--- src/hw/rtl/ccc_pkg.sv ---
`default_nettype none
package ccc_pkg;
    localparam int unsigned CoordW = 32;
    localparam int unsigned RadW   = 31;
    localparam int unsigned NormW  = 16;
    localparam int unsigned DepthW = 32;
    // Packed payload widths, zero filled to whole bytes.
    localparam int unsigned InDataW  = 192;
    localparam int unsigned OutDataW = 200;
    // Operand and root widths of the two square-root pipelines.
    localparam int unsigned SqrtInW  = 66;
    localparam int unsigned SqrtOutW = 33;
    // Radix-2 quotient bits for the Q1.14 normal (0..16384 rounded).
    localparam int unsigned QuoW = 16;
endpackage
`default_nettype wire

--- src/hw/rtl/ccc_sqrt.sv ---
`default_nettype none
// Pipelined integer square root, one result bit per stage, with a
// side-band payload that travels along with the operand.
module ccc_sqrt
    import ccc_pkg::*;
#(
    parameter int unsigned InW   = SqrtInW,
    parameter int unsigned SideW = 8
) (
    input  wire logic               i_clk,
    input  wire logic               i_en,
    input  wire logic [InW-1:0]     i_val,
    input  wire logic [SideW-1:0]   i_side,
    output logic [InW/2-1:0]        o_root,
    output logic [SideW-1:0]        o_side
);
    localparam int unsigned OutW = InW / 2;

    logic [InW-1:0]   r_rad  [OutW+1];
    logic [OutW+1:0]  r_rem  [OutW+1];
    logic [OutW-1:0]  r_root [OutW+1];
    logic [SideW-1:0] r_side [OutW+1];

    always_comb begin
        r_rad[0]  = i_val;
        r_rem[0]  = '0;
        r_root[0] = '0;
        r_side[0] = i_side;
    end

    for (genvar s = 0; s < OutW; s++) begin : g_stage
        logic [OutW+1:0] n_trial;
        logic [OutW+1:0] n_rem;
        logic [OutW-1:0] n_root;
        logic [OutW+1:0] n_sub;
        always_comb begin
            n_trial = {r_rem[s][OutW-1:0], r_rad[s][InW-1 -: 2]};
            n_sub   = {r_root[s], 2'b01};
            if (n_trial >= n_sub) begin
                n_rem  = n_trial - n_sub;
                n_root = {r_root[s][OutW-2:0], 1'b1};
            end else begin
                n_rem  = n_trial;
                n_root = {r_root[s][OutW-2:0], 1'b0};
            end
        end
        logic [InW-1:0]   r_rad_q;
        logic [OutW+1:0]  r_rem_q;
        logic [OutW-1:0]  r_root_q;
        logic [SideW-1:0] r_side_q;
        always_ff @(posedge i_clk) begin
            if (i_en) begin
                r_rad_q  <= {r_rad[s][InW-3:0], 2'b00};
                r_rem_q  <= n_rem;
                r_root_q <= n_root;
                r_side_q <= r_side[s];
            end
        end
        always_comb begin
            r_rad[s+1]  = r_rad_q;
            r_rem[s+1]  = r_rem_q;
            r_root[s+1] = r_root_q;
            r_side[s+1] = r_side_q;
        end
    end

    assign o_root = r_root[OutW];
    assign o_side = r_side[OutW];
endmodule
`default_nettype wire

--- config.mk ---
export PLATFORM = sky130hd
export DESIGN_NAME = ccc_sqrt
export DESIGN_NICKNAME = d
export VERILOG_FILES = /design/src/hw/rtl/ccc_pkg.sv /design/src/hw/rtl/ccc_sqrt.sv
export SDC_FILE = /design/constraint.sdc
export NUM_CORES = 2
export LEC_CHECK = 0
export ABC_AREA = 0
export BUFFER_PORTS_ARGS = -buffer_cell sky130_fd_sc_hd__clkbuf_2
export CAP_MARGIN = 10
export CORE_AREA = 4 4 661 663
export CTS_CLUSTER_SIZE = 12
export DETAILED_ROUTE_END_ITERATION = 16
export DIE_AREA = 0 0 665 667
export GPL_TIMING_DRIVEN = 0
export RECOVER_POWER = 50
export SYNTH_ARGS = -nofsm -noshare
export SYNTH_HDL_FRONTEND = slang
export SYNTH_SLANG_ARGS = --single-unit
--- constraint.sdc ---
create_clock -name i_clk -period 3.4 [get_ports i_clk]
set_clock_uncertainty 0.15 [all_clocks]
set_input_delay 0 -clock i_clk [delete_from_list [all_inputs] [get_ports i_clk]]
set_output_delay 0 -clock i_clk [all_outputs]
set_load 0.01 [all_outputs]
======== Yosys cells after proc, flatten, opt, wreduce, memory -nomap -nowiden ========
Index checks and enable logic that the tools add are counted.
word-level totals
  bits in registers ....................... 2,907
  output and inout port bits .............. 41
  logic and storage cells ................. 261
cells by class
  add/sub/neg operators ................... 32
  order comparisons ....................... 33
  mux-type cells .......................... 65
operators by type and width
  kind              number
  $mux W33          31
  $ge A35 B10 Y1    1
  $ge A35 B11 Y1    1
  $ge A35 B12 Y1    1
  $ge A35 B13 Y1    1
  $ge A35 B14 Y1    1
  $ge A35 B15 Y1    1
  $ge A35 B16 Y1    1
  $ge A35 B17 Y1    1
  $ge A35 B18 Y1    1
  $ge A35 B19 Y1    1
  $ge A35 B20 Y1    1
  $ge A35 B21 Y1    1
  $ge A35 B22 Y1    1
  $ge A35 B23 Y1    1
  $ge A35 B24 Y1    1
  $ge A35 B25 Y1    1
  $ge A35 B26 Y1    1
  $ge A35 B27 Y1    1
  $ge A35 B28 Y1    1
  $ge A35 B29 Y1    1
  $ge A35 B3 Y1     1
  $ge A35 B30 Y1    1
  $ge A35 B31 Y1    1
  other kinds (44)  76

======== Longest topological paths before layout ========
  word-level depth ........................ 2
  depth in mapped cells ................... 16

======== Worst setup path after synthesis ========
OpenSTA, ideal clock, no wires.
  path kind ............................... reg2reg
  start ................................... register g_stage[28].r_rem_q[2]
  end ..................................... register g_stage[29].r_rem_q[27] (data pin)
  setup time .............................. 0.169 ns
  data arrival time ....................... 3.341 ns
  data required time ...................... 3.081 ns
  path slack .............................. -0.260 ns
  cell stages (with the launch flop) ...... 15
  cells stage by stage .................... edfxtp_1 -> ha_1 -> or3_1 -> o221a_2 -> o221ai_1 -> o211ai_1 -> a21o_1 -> a22o_1 -> a221oi_1 -> and2_1 -> clkbuf_1 -> clkbuf_1 -> buf_1 -> nand2_1 -> o31ai_1
on the way
  word-level cells in the longest chain between the ends .. 2
  elaborated cells on any way between the ends .. 3
RTL lines
  element                                             RTL line                        RTL
  from (decl)                                         ccc_sqrt.sv:48                  logic [OutW+1:0] r_rem_q;
  from (signal assigned)                              ccc_sqrt.sv:54                  r_rem_q <= n_rem;
  $sub A33 B31 Y33 or $ge A35 B31 Y1 (tied branches)  ccc_sqrt.sv:40, ccc_sqrt.sv:39
  $mux W33 *                                          ccc_sqrt.sv:39                  if (n_trial >= n_sub) begin
  named net g_stage[29].n_rem[27]                     ccc_sqrt.sv:33                  logic [OutW+1:0] n_rem;
  to (signal assigned)                                ccc_sqrt.sv:54
  to (decl)                                           ccc_sqrt.sv:48
The timed path passes the listed nets; every way through them passes the cells marked *.
A chain may end at the register's enable or synchronous reset.

======== Worst setup path in the final report ========
  start ................................... register g_stage[11].r_rem_q[20]
  end ..................................... register g_stage[12].r_rem_q[32] (data pin)
on the way
  word-level cells in the longest chain between the ends .. 2
  elaborated cells on any way between the ends .. 3
RTL lines
  element                                             RTL line
  from (decl)                                         ccc_sqrt.sv:48
  from (signal assigned)                              ccc_sqrt.sv:54
  $sub A33 B14 Y33 or $ge A35 B14 Y1 (tied branches)  ccc_sqrt.sv:40, ccc_sqrt.sv:39
  $mux W33 *                                          ccc_sqrt.sv:39
  named net g_stage[12].n_rem[32]                     ccc_sqrt.sv:33
  to (signal assigned)                                ccc_sqrt.sv:54
  to (decl)                                           ccc_sqrt.sv:48
Marked as above.

==> metrics.cfg <==
[clock_network]
cts_sinks = 2875
clk_pin_slew_ns = 0.06
ctsRootBufferMaster = clkbuf_16
numCtsBuffers = 336
cts_tree = built
clock_path_buffers = 4
clkLatencyLatePin_ns = 0.93
cts_htree_levels = 5

[hold_path]
hold_class = primary input to flip-flop

[synthesis]
synthFlopType = edfxtp_1
yosysTopAreaCell = edfxtp_1
yosysWarnings = 0
syn_area_per_cell_um2 = 13.5
ys_seq_area_frac = 0.670
synth_area_um2 = 129000
synth_area_leaders = edfxtp_1 67%, ha_1 5.8%, xor2_1 3.0%, xnor2_1 2.5%, inv_1 2.2%
synth_edf_count = 2875
synth.distinct_cells = 90
synth_nets = 10200
synth-seq-cells = 2875
postSynthCellCount = 9563
async_flop_share = 0
synth_top_area_share = 0.670

[setup_path]
max_stage_delay_ns = 0.55
path_cells = or4_4 -> or4_4 -> or3_4 -> or4_4 -> nor2_4 -> nand3_4 -> a311oi_4 -> inv_4 -> nand3_4 -> nor3_4 -> xor2_1
crit_path_start_kind = flip-flop
cp_max_fo = 7
crit_top_cell = or4_4
arrival_ns = 4.27
path_class = flip-flop to flip-flop
end_kind = flip-flop
slowest_stage = or4_4
cp_data_required_time_ns = 3.86

[global_route]
grt_overflow = 0
antenna_found_initial = 6
grt_pass1_vias = 75900
grt_usage = 0.114
grt_pass1_wl_mm = 412
grt_max_degree = 127

[floorplan]
io_pins = 117
core_area_um2 = 430000
placementRows = 241
initial_core_util = 0.299
die_x_um = 665
fp.dieH_um = 667
fp.dieArea_um2 = 444000

[place]
gp_congestion = 0.914
portBuffers = 116
dp_hpwl_mm = 178

[power_and_ir_drop]
power.total_w = 0.105
ir_drop_mv = 0.422
power_density_nw_per_um2 = 661
p_leak_nw = 59.7

[route]
drc_errors = 0
first_pass_iters = 8
dr.first_iter.drc_count = 4553
routed_wl_mm = 265
ant_nets = 0
wl_per_cell_um = 16.0
routed-via-count = 76100
viasPerCell = 4.59

[flow_run]
cap_violations = 2

[timing]
drv_slew = 180
period_minus_slack_ns = 3.81
worst_pin_slew_ns = 2.34
period_share = 1.12
grt_setup_unrepaired = yes
finalHoldViolCount = 0
clock.fmax_mhz = 263
setup_tns_ns = -49.70
fin_ws_ns = -0.406
setup_viol_count_final = 343
max_slew_margin = -0.561

[outcome]
outcome = finished with violations
violations = capacitance limit, slew limit, setup timing

[cells_and_area]
nNetsFinal = 11300
layout_common_cells = 2,875 x edfxtp_1, 717 x inv_1, 608 x nand2_1
syn2layout_area_growth_pct = 23.7
drive_gt1_frac = 0.182
layout_commonest_cell = edfxtp_1

[synth_stat cells, types with 39 or more instances]
master / n
ha_1: 598
nand3_1: 135
edfxtp_1: 2875
nor2b_1: 78
or3_1: 91
clkbuf_1: 155
o21ai_0: 541
o21bai_1: 61
a21oi_1: 550
or2_2: 39
o21a_1: 101
xor2_1: 434
and3_1: 48
o31ai_1: 75
a211oi_1: 48
inv_1: 744
nand4_1: 89
nand2_1: 666
a31oi_1: 47
nor4_1: 109
or4_1: 54
nor3_1: 225
xnor2_1: 370
a21o_1: 266
mux2_2: 62
nand2b_1: 102
nor2_1: 568
[path summary, 6_finish.rpt]
kind | startpoint | end | slack [ns] | cells past startpoint
hold / removal | i_val[55] | g_stage[0].r_rad_q[57] | 0.17 | 3
hold reg to reg | g_stage[8].r_rad_q[49] | g_stage[9].r_rad_q[51] | 0.19 | 0
setup reg to reg | g_stage[11].r_rem_q[20] | g_stage[12].r_rem_q[32] | -0.41 | 11
setup / recovery | g_stage[11].r_rem_q[20] | g_stage[12].r_rem_q[32] | -0.41 | 11
[cell type report]
class | instances | area [um^2]
diodes | 18 | 45.0
plain buffers | 136 | 1230
clock buffers | 411 | 8820
clock inverters | 177 | 1730
fillers | 40600 | 271000
inverters | 748 | 2860
multi-input cells | 5770 | 44300
flip-flops and latches | 2875 | 86300
well taps | 5710 | 7140
repair buffers | 713 | 6830
[cells by family after synthesis]
logic type               Yosys count  synth area share
adder cells (fa/ha/maj)          598            0.0581
AO/OA/AOI/OAI                   1945            0.0944
multiplexers                      80           0.00682
flip-flops                      2875             0.670
other                              1         0.0000291
AND/OR/NAND/NOR                 2341            0.0886
XOR/XNOR                         804            0.0547
buffers and inverters            919            0.0269
[critical path: cells and delay by family, from the launching register on]
family          cells  cell delay [ns]
compound gates      1             0.36
buf+inv             1             0.10
simple gates        8             2.31
xor+xnor            1             0.15
flops               1             0.41
[state kept, by name, indices dropped and copies added (netlist names)]
| signal | flops |
|---|---|
| g_stage.r_rad_q | 1056 |
| g_stage.r_side_q | 256 |
| o_side | 8 |
| g_stage.r_root_q | 528 |
| o_root | 33 |
| g_stage.r_rem_q | 994 |
[metrics by stage]
| step | hold slack, ns | cell area (um^2) | setup slack (ns) | cells | utilization |
|---|---|---|---|---|---|
| after floorplan | -0.0511 | 129000 | -0.207 | 9563 | - |
| after global placement | 0.0272 | 137000 | -49.98 | 15400 | 0.318 |
| after detailed placement | 0.0286 | 138000 | -2.00 | 15400 | 0.320 |
| after CTS | 0.0449 | 156000 | -0.409 | 16400 | 0.362 |
| after global routing | 0.121 | 159000 | -0.459 | 16600 | 0.370 |
| final | 0.168 | 159000 | -0.406 | 16600 | 0.370 |
[power by group]
group	internal [W]	total [W]	switching, W
clock network	0.0203	0.0344	0.0141
registers	0.0447	0.0475	0.00274
logic	0.0104	0.0235	0.0131
[routing by layer]
| metal | wire length (um) | GRT usage |
|---|---|---|
| met1 | 105000 | 0.129 |
| met2 | 136000 | 0.208 |
| met5 | 0 | 0 |
| met3 | 10400 | 0.0195 |
| met4 | 13000 | 0.0527 |
[what timing repair did]
action | CTS | global route
cloned | 17 | 5
gates resized for setup | 851 | 617
setup endpoints to repair | 1259 | 965
hold buffers | 162 | 0
hold endpoints to repair | 444 | 0
pin swaps | 199 | 254
setup buffers | 226 | 173
No activity file was read; power rests on OpenSTA's default activity.
