===== src/hw/rtl/ccc_pkg.sv =====
`default_nettype none
package ccc_pkg;
    localparam int unsigned CoordW = 32;
    localparam int unsigned RadW   = 31;
    localparam int unsigned NormW  = 16;
    localparam int unsigned DepthW = 32;
    // Packed payload widths, zero filled to whole bytes.
    localparam int unsigned InDataW  = 192;
    localparam int unsigned OutDataW = 200;
    // Operand and root widths of the two square-root pipelines.
    localparam int unsigned SqrtInW  = 66;
    localparam int unsigned SqrtOutW = 33;
    // Radix-2 quotient bits for the Q1.14 normal (0..16384 rounded).
    localparam int unsigned QuoW = 16;
endpackage
`default_nettype wire


===== src/hw/rtl/ccc_div.sv =====
`default_nettype none
// Pipelined restoring divider for the normal: q = round(m * 16384 / len),
// one quotient bit per stage, ties away from zero (numerator biased by len/2).
module ccc_div
    import ccc_pkg::*;
#(
    parameter int unsigned SideW = 8
) (
    input  wire logic                i_clk,
    input  wire logic                i_en,
    input  wire logic [SqrtOutW-1:0] i_mag,
    input  wire logic [SqrtOutW-1:0] i_len,
    input  wire logic [SideW-1:0]    i_side,
    output logic [QuoW-1:0]          o_quo,
    output logic [SideW-1:0]         o_side
);
    // |d| <= len, so the quotient stays at or under 16384 and fits QuoW bits.
    localparam int unsigned NumW = SqrtOutW + 15;
    localparam int unsigned RemW = SqrtOutW + 1;

    logic [NumW-1:0]     r_num  [QuoW+1];
    logic [RemW-1:0]     r_rem  [QuoW+1];
    logic [QuoW-1:0]     r_quo  [QuoW+1];
    logic [SqrtOutW-1:0] r_den  [QuoW+1];
    logic [SideW-1:0]    r_side [QuoW+1];

    logic [NumW-1:0] n_num0;
    always_comb begin
        n_num0 = {i_mag, 14'd0} + NumW'(i_len >> 1);
        // Pre-shift so the top QuoW bits are consumed after the first
        // NumW-QuoW bits, which are provably below len, seed the remainder.
        r_rem[0]  = RemW'(n_num0[NumW-1:QuoW]);
        r_num[0]  = {n_num0[QuoW-1:0], {(NumW-QuoW){1'b0}}};
        r_quo[0]  = '0;
        r_den[0]  = i_len;
        r_side[0] = i_side;
    end

    for (genvar s = 0; s < QuoW; s++) begin : g_stage
        logic [RemW:0]   n_trial;
        logic [RemW-1:0] n_rem;
        logic            n_bit;
        always_comb begin
            n_trial = {r_rem[s], r_num[s][NumW-1]};
            n_bit   = (n_trial >= {1'b0, 1'b0, r_den[s]});
            n_rem   = n_bit ? RemW'(n_trial - {2'b00, r_den[s]}) : RemW'(n_trial);
        end
        logic [NumW-1:0]     r_num_q;
        logic [RemW-1:0]     r_rem_q;
        logic [QuoW-1:0]     r_quo_q;
        logic [SqrtOutW-1:0] r_den_q;
        logic [SideW-1:0]    r_side_q;
        always_ff @(posedge i_clk) begin
            if (i_en) begin
                r_num_q  <= {r_num[s][NumW-2:0], 1'b0};
                r_rem_q  <= n_rem;
                r_quo_q  <= {r_quo[s][QuoW-2:0], n_bit};
                r_den_q  <= r_den[s];
                r_side_q <= r_side[s];
            end
        end
        always_comb begin
            r_num[s+1]  = r_num_q;
            r_rem[s+1]  = r_rem_q;
            r_quo[s+1]  = r_quo_q;
            r_den[s+1]  = r_den_q;
            r_side[s+1] = r_side_q;
        end
    end

    assign o_quo  = r_quo[QuoW];
    assign o_side = r_side[QuoW];
endmodule
`default_nettype wire


===== config.mk =====
export PLATFORM = sky130hd
export DESIGN_NAME = ccc_div
export DESIGN_NICKNAME = d
export VERILOG_FILES = /design/src/hw/rtl/ccc_pkg.sv /design/src/hw/rtl/ccc_div.sv
export SDC_FILE = /design/constraint.sdc
export NUM_CORES = 2
export LEC_CHECK = 0
export ABC_AREA = 1
export BUFFER_PORTS_ARGS = -buffer_cell sky130_fd_sc_hd__buf_2
export CAP_MARGIN = 25
export CELL_PAD_IN_SITES_DETAIL_PLACEMENT = 1
export CELL_PAD_IN_SITES_GLOBAL_PLACEMENT = 1
export CORE_ASPECT_RATIO = 1.75
export CORE_MARGIN = 1.5
export CORE_UTILIZATION = 25
export DETAILED_ROUTE_END_ITERATION = 6
export PLACE_DENSITY_LB_ADDON = 0.1
export SLEW_MARGIN = 40
export SYNTH_ARGS = -nofsm -noshare
export SYNTH_HDL_FRONTEND = slang
export SYNTH_SLANG_ARGS = --single-unit

===== constraint.sdc =====
create_clock -name i_clk -period 4.1 [get_ports i_clk]
set_input_delay 0.41 -clock i_clk [delete_from_list [all_inputs] [get_ports i_clk]]
set_output_delay 0.41 -clock i_clk [all_outputs]
set_load 0.02 [all_outputs]

* Yosys cells after proc, flatten, opt, wreduce, memory -nomap -nowiden
Cells that the tools add are included.
** Operators by class
- Add/sub/neg operators :: 16
- Magnitude comparators :: 16
- Mux-type cells :: 15
** Operators with widths (number)
- >= comparator 35 x 33 -> 1 bit :: 15
- two-way mux 34 bit :: 14
- subtractor 34 x 33 -> 34 bit :: 14
- adder 47 x 32 -> 48 bit :: 1
- subtractor 33 x 33 -> 34 bit :: 1
- >= comparator 33 bit :: 1
- two-way mux 33 bit :: 1
** Storage, ports and cells
- Register bits :: 1389
- Bits of input ports :: 76
- Output and inout bits :: 24
- Logic and storage cells :: 125

* Depth between registers and ports, before layout
- Depth after elaboration :: 3
- Depth in mapped cells :: 25
- Depth with buffers taken out :: 25

* Least setup slack after synthesis
Ideal clock, no wire load.
- Path type :: input to register
- From :: in i_mag[0]
- To :: reg g_stage[0].r_rem_q[33], data pin
- Data arrival time :: 3.118 ns
- Data required time :: 3.844 ns
- Slack :: 0.726 ns
- Stages :: 18
- Path buffers :: 1
- Path through :: ha_1 -> fa_1 -> nand3_1 -> nand3_1 -> nand2_1 -> nand2_1 -> nand2_1 -> nand3_1 -> xor2_1 -> ha_1 -> nand2_1 -> nand2_1 -> o21bai_1 -> a21oi_1 -> nand3_2 -> a21oi_2 -> buf_2 -> nor2_1
** On the way
- Longest elaborated chain between the ends :: 2
- Elaborated cells between the ends (all ways) :: 3
- Classes of those cells :: add/sub (2); order compare (1)
** RTL lines
- from (decl) :: RTL line ccc_div.sv:11 : input wire logic [SqrtOutW-1:0] i_mag,
- adder 47 x 32 -> 48 bit (*) :: RTL line ccc_div.sv:29 : n_num0 = {i_mag, 14'd0} + NumW'(i_len >> 1);
- subtractor 33 x 33 -> 34 bit / >= comparator 33 bit (equally long branches) :: RTL line ccc_div.sv:46, ccc_div.sv:45
- to (signal assigned) :: RTL line ccc_div.sv:56 : r_rem_q <= n_rem;
- to (decl) :: RTL line ccc_div.sv:49 : logic [RemW-1:0] r_rem_q;
Every way passes the cells marked *; elsewhere a longest branch is shown, timed or not.
A chain may end at the register's enable or synchronous reset.

* Final worst setup path
- From :: reg g_stage[13].r_den_q[27]
- To :: reg g_stage[14].r_rem_q[2], data pin
** On the way
- Longest elaborated chain between the ends :: 2
** RTL lines
- from (decl) :: RTL line ccc_div.sv:51 : logic [SqrtOutW-1:0] r_den_q;
- from (signal assigned) :: RTL line ccc_div.sv:58 : r_den_q <= r_den[s];
- >= comparator 35 x 33 -> 1 bit :: RTL line ccc_div.sv:45 : n_bit = (n_trial >= {1'b0, 1'b0, r_den[s]});
- two-way mux 34 bit :: RTL line ccc_div.sv:46 : n_rem = n_bit ? RemW'(n_trial - {2'b00, r_den[s]}) : RemW'(n_trial);
- net g_stage[14].n_rem[2] :: RTL line ccc_div.sv:41 : logic [RemW-1:0] n_rem;
- to (signal assigned) :: RTL line ccc_div.sv:56
- to (decl) :: RTL line ccc_div.sv:49
The timed path passes the listed nets, and every way through them passes these cells.

==> results.md <==
- Hold depth: 4
- Core area: 349,000 µm²
- Drt total wl: between 400,000 and 500,000 µm
- Routed met1 length: 112,000 µm
- Max-slew headroom: 0.396
- Syn Nets: between 10,000 and 15,000
- Worst Hold Slack: between 150 and 200 ps
- Sequential cell area: 38,100 µm²
- Initial drt markers: just under 3,000
- Via Count: 78,492
- Pwr Total: around 80 mW
- Final worst-path cycle share: 0.976
- FP Rows: about 290
- Area leader, netlist: edfxtp_1
- Synth area leaders: edfxtp_1, nand2_1, inv_1
- Initial antenna violation count: 8
- Num CTS Buffers: around 160
- I/O Buffers: 99
- Top routing layer used: met4
- Cell Area, Placed: a little under 100,000 µm²
- Final HPWL DP: 405,000 µm
- Fraction of final layout cells sized beyond drive strength 1: 0.0716
- Fin crit period: 4000 ps
- Synthesis warning total: 0
- Io pins: 100
- DR WL met2: between 200,000 and 300,000 µm
- TritonCTS clock tree: built
- Critical Path RT: between 4000 and 5000 ps
- Final hold vios: 0
- Status: finished clean
- Clock Pin Slew Worst Setup and Hold Paths: approximately 60 ps
- # fillers: ~42,000
- Final instance area: 102,000 µm²
- Drt wl/cell: about 27 µm
- Area Overhead vs Synth: 17.0%
- Crit. End Element: register
- Leak pwr: roughly 52 nW
- Mean Syn Cell Area: roughly 7.4 µm²
- Worst-Skew Late Latency: ~930 ps
- Clk root buf: clkbuf_16
- Die Width: around 450 µm
- Worst-path maximum fanout: 17
- Post-route DRC: 0
- Routed wl met3: ~8400 µm
- Actual slew at the worst max-slew pin: around 900 ps
- Gr usage total: 0.259
- Final nets: between 10,000 and 15,000
- Critical path data arrival time: 4640 ps
- R2R depth: 14
- Grt ovf: 0
- Largest net degree at the start of global routing: between 90 and 100
- Synth Instances: 11,856
- Vias per cell: 4.55
- Mapped cell area: 87,600 µm²
- PD cells: a little under 800 nW/µm²
- Most frequent cells in the layout: nand2_1, inv_1, edfxtp_1
- Vias in the first global route: 87,405
- CTS H-tree depth: 4
- FMAX: between 200 and 300 MHz
- Library cells used by synthesis: 41
- Initial core utilization: 0.251
- Setup bufs post-CTS: 0
- Post-synth top area share: 0.436
- CP Launch Type: register
- Crit Path Class: register to register
- RSZ-0062 raised after global routing: false
- Die area: between 300,000 and 400,000 µm²
- Clock Sinks: 1,270
- DR pass1 iterations: 4
- First-pass GRT wire length: approximately 640,000 µm
- Setup Viol. Count Final: 0
- Most common cell after layout, fill and taps aside: nand2_1
- Hold crit path type: primary input to register
- Max clock buf depth: 4
- Antenna viol nets, final: 0
- Die Height: between 700 and 800 µm
- Multi-input logic area: ~40,000 µm²
- Final worst clock skew: around 100 ps
- Seq/Total Area, Yosys: 0.436
- Placer Congestion: 0.995
- Fin. max-slew vios: 0
- Yosys reg bits: between 1,000 and 1,500
- MaxCap Viol Count: 0
- Maximum vdd drop: between 0.0003 and 0.0004 V
layout make-up:
class | instances | area share
well taps | 4624 | 0.0565
multi-input cells | 8224 | 0.393
flip-flops and latches | 1270 | 0.372
repair buffers | 579 | 0.0450
clock inverters | 99 | 0.0100
clock buffers | 176 | 0.0399
diodes | 19 | 0.000464
inverters | 2270 | 0.0832
what timing repair did:
action / 4_1_cts / 5_1_grt
hold buffers: 43 / 0
resized for setup: 0 / 7
setup endpoints to repair: 0 / 34
hold endpoints to repair: 58 / 0
worst max-delay path, cell delays in order (launching register included):
cell	delay, ps
edfxtp_1	360
inv_1	90
ha_1	500
nand2_1	150
nor2_1	350
nand2_1	150
nor2_1	690
nand3_1	410
nand2_1	210
nor2_1	60
nand2_1	140
nand2_4	190
buf_4	290
nand2_1	90
nand2_1	60
power breakdown:
group          switching, mW  total, mW  internal, mW
Combinational           31.8       44.5          12.7
Clock                   6.33       14.6          8.23
Sequential              2.44       21.5          19.0
Total                   40.6       80.5          39.9
metal layers:
| metal | vias up | global-route usage |
|---|---|---|
| li1 | 38287 | - |
| met1 | 37673 | 0.160 |
| met2 | 1379 | 0.569 |
| met5 | - | 0 |
| met4 | 0 | 0.291 |
| met3 | 1153 | 0.0227 |
flip-flops by register name (all words and copies together) (netlist names):
signal            cells
g_stage.r_rem_q     510
g_stage.r_den_q     495
g_stage.r_quo_q     120
g_stage.r_side_q    120
o_quo                16
o_side                8
g_stage.r_num_q       1
cell usage after synthesis:
| master | instances |
|---|---|
| a21o_1 | 19 |
| a21oi_1 | 373 |
| a21oi_2 | 16 |
| a31oi_1 | 1 |
| and2_1 | 8 |
| and3_1 | 18 |
| buf_2 | 27 |
| buf_4 | 30 |
| buf_6 | 32 |
| buf_8 | 3 |
| clkinv_1 | 2 |
| edfxtp_1 | 1270 |
| fa_1 | 16 |
| ha_1 | 546 |
| inv_1 | 2263 |
| inv_2 | 5 |
| nand2_1 | 4986 |
| nand2_2 | 14 |
| nand2_4 | 4 |
| nand3_1 | 561 |
| nand3_2 | 11 |
| nand3b_1 | 111 |
| nand4_1 | 81 |
| nand4_2 | 6 |
| nor2_1 | 902 |
| nor2_2 | 22 |
| nor3_1 | 74 |
| nor3_2 | 5 |
| nor4_1 | 15 |
| nor4_2 | 3 |
| nor4b_2 | 4 |
| o2111ai_1 | 1 |
| o211ai_1 | 4 |
| o21a_1 | 19 |
| o21ai_0 | 62 |
| o21bai_1 | 65 |
| or2_0 | 1 |
| or2_2 | 19 |
| or2_4 | 2 |
| xnor2_1 | 54 |
| xor2_1 | 201 |
logic make-up after synthesis:
family / count (synthesis) / synth area share
simple gates: 6847 / 0.315
buf+inv: 2362 / 0.106
flops: 1270 / 0.436
fa+ha+maj: 562 / 0.0817
compound gates: 560 / 0.0358
xor+xnor: 255 / 0.0255
through the flow:
stage	util	TNS [ps]	instances	setup slack (ps)
global placement	0.277	-14850	16922	-457
CTS	0.294	0	17242	88.4
detailed placement	0.278	-14300	16924	-443
finish	0.294	0	17261	100
global route	0.294	0	17258	10.0
floorplan	-	0	11856	726
path summary, 6_finish.rpt:
path	end	from	slack, ps
min reg2reg	g_stage[12].r_side_q[3]	g_stage[11].r_side_q[3]	380
min	g_stage[0].r_rem_q[0]	i_mag[1]	190
max	g_stage[14].r_rem_q[2]	g_stage[13].r_den_q[27]	100
max reg2reg	g_stage[14].r_rem_q[2]	g_stage[13].r_den_q[27]	100
Note: power is estimated with default switching activity, not from simulation.
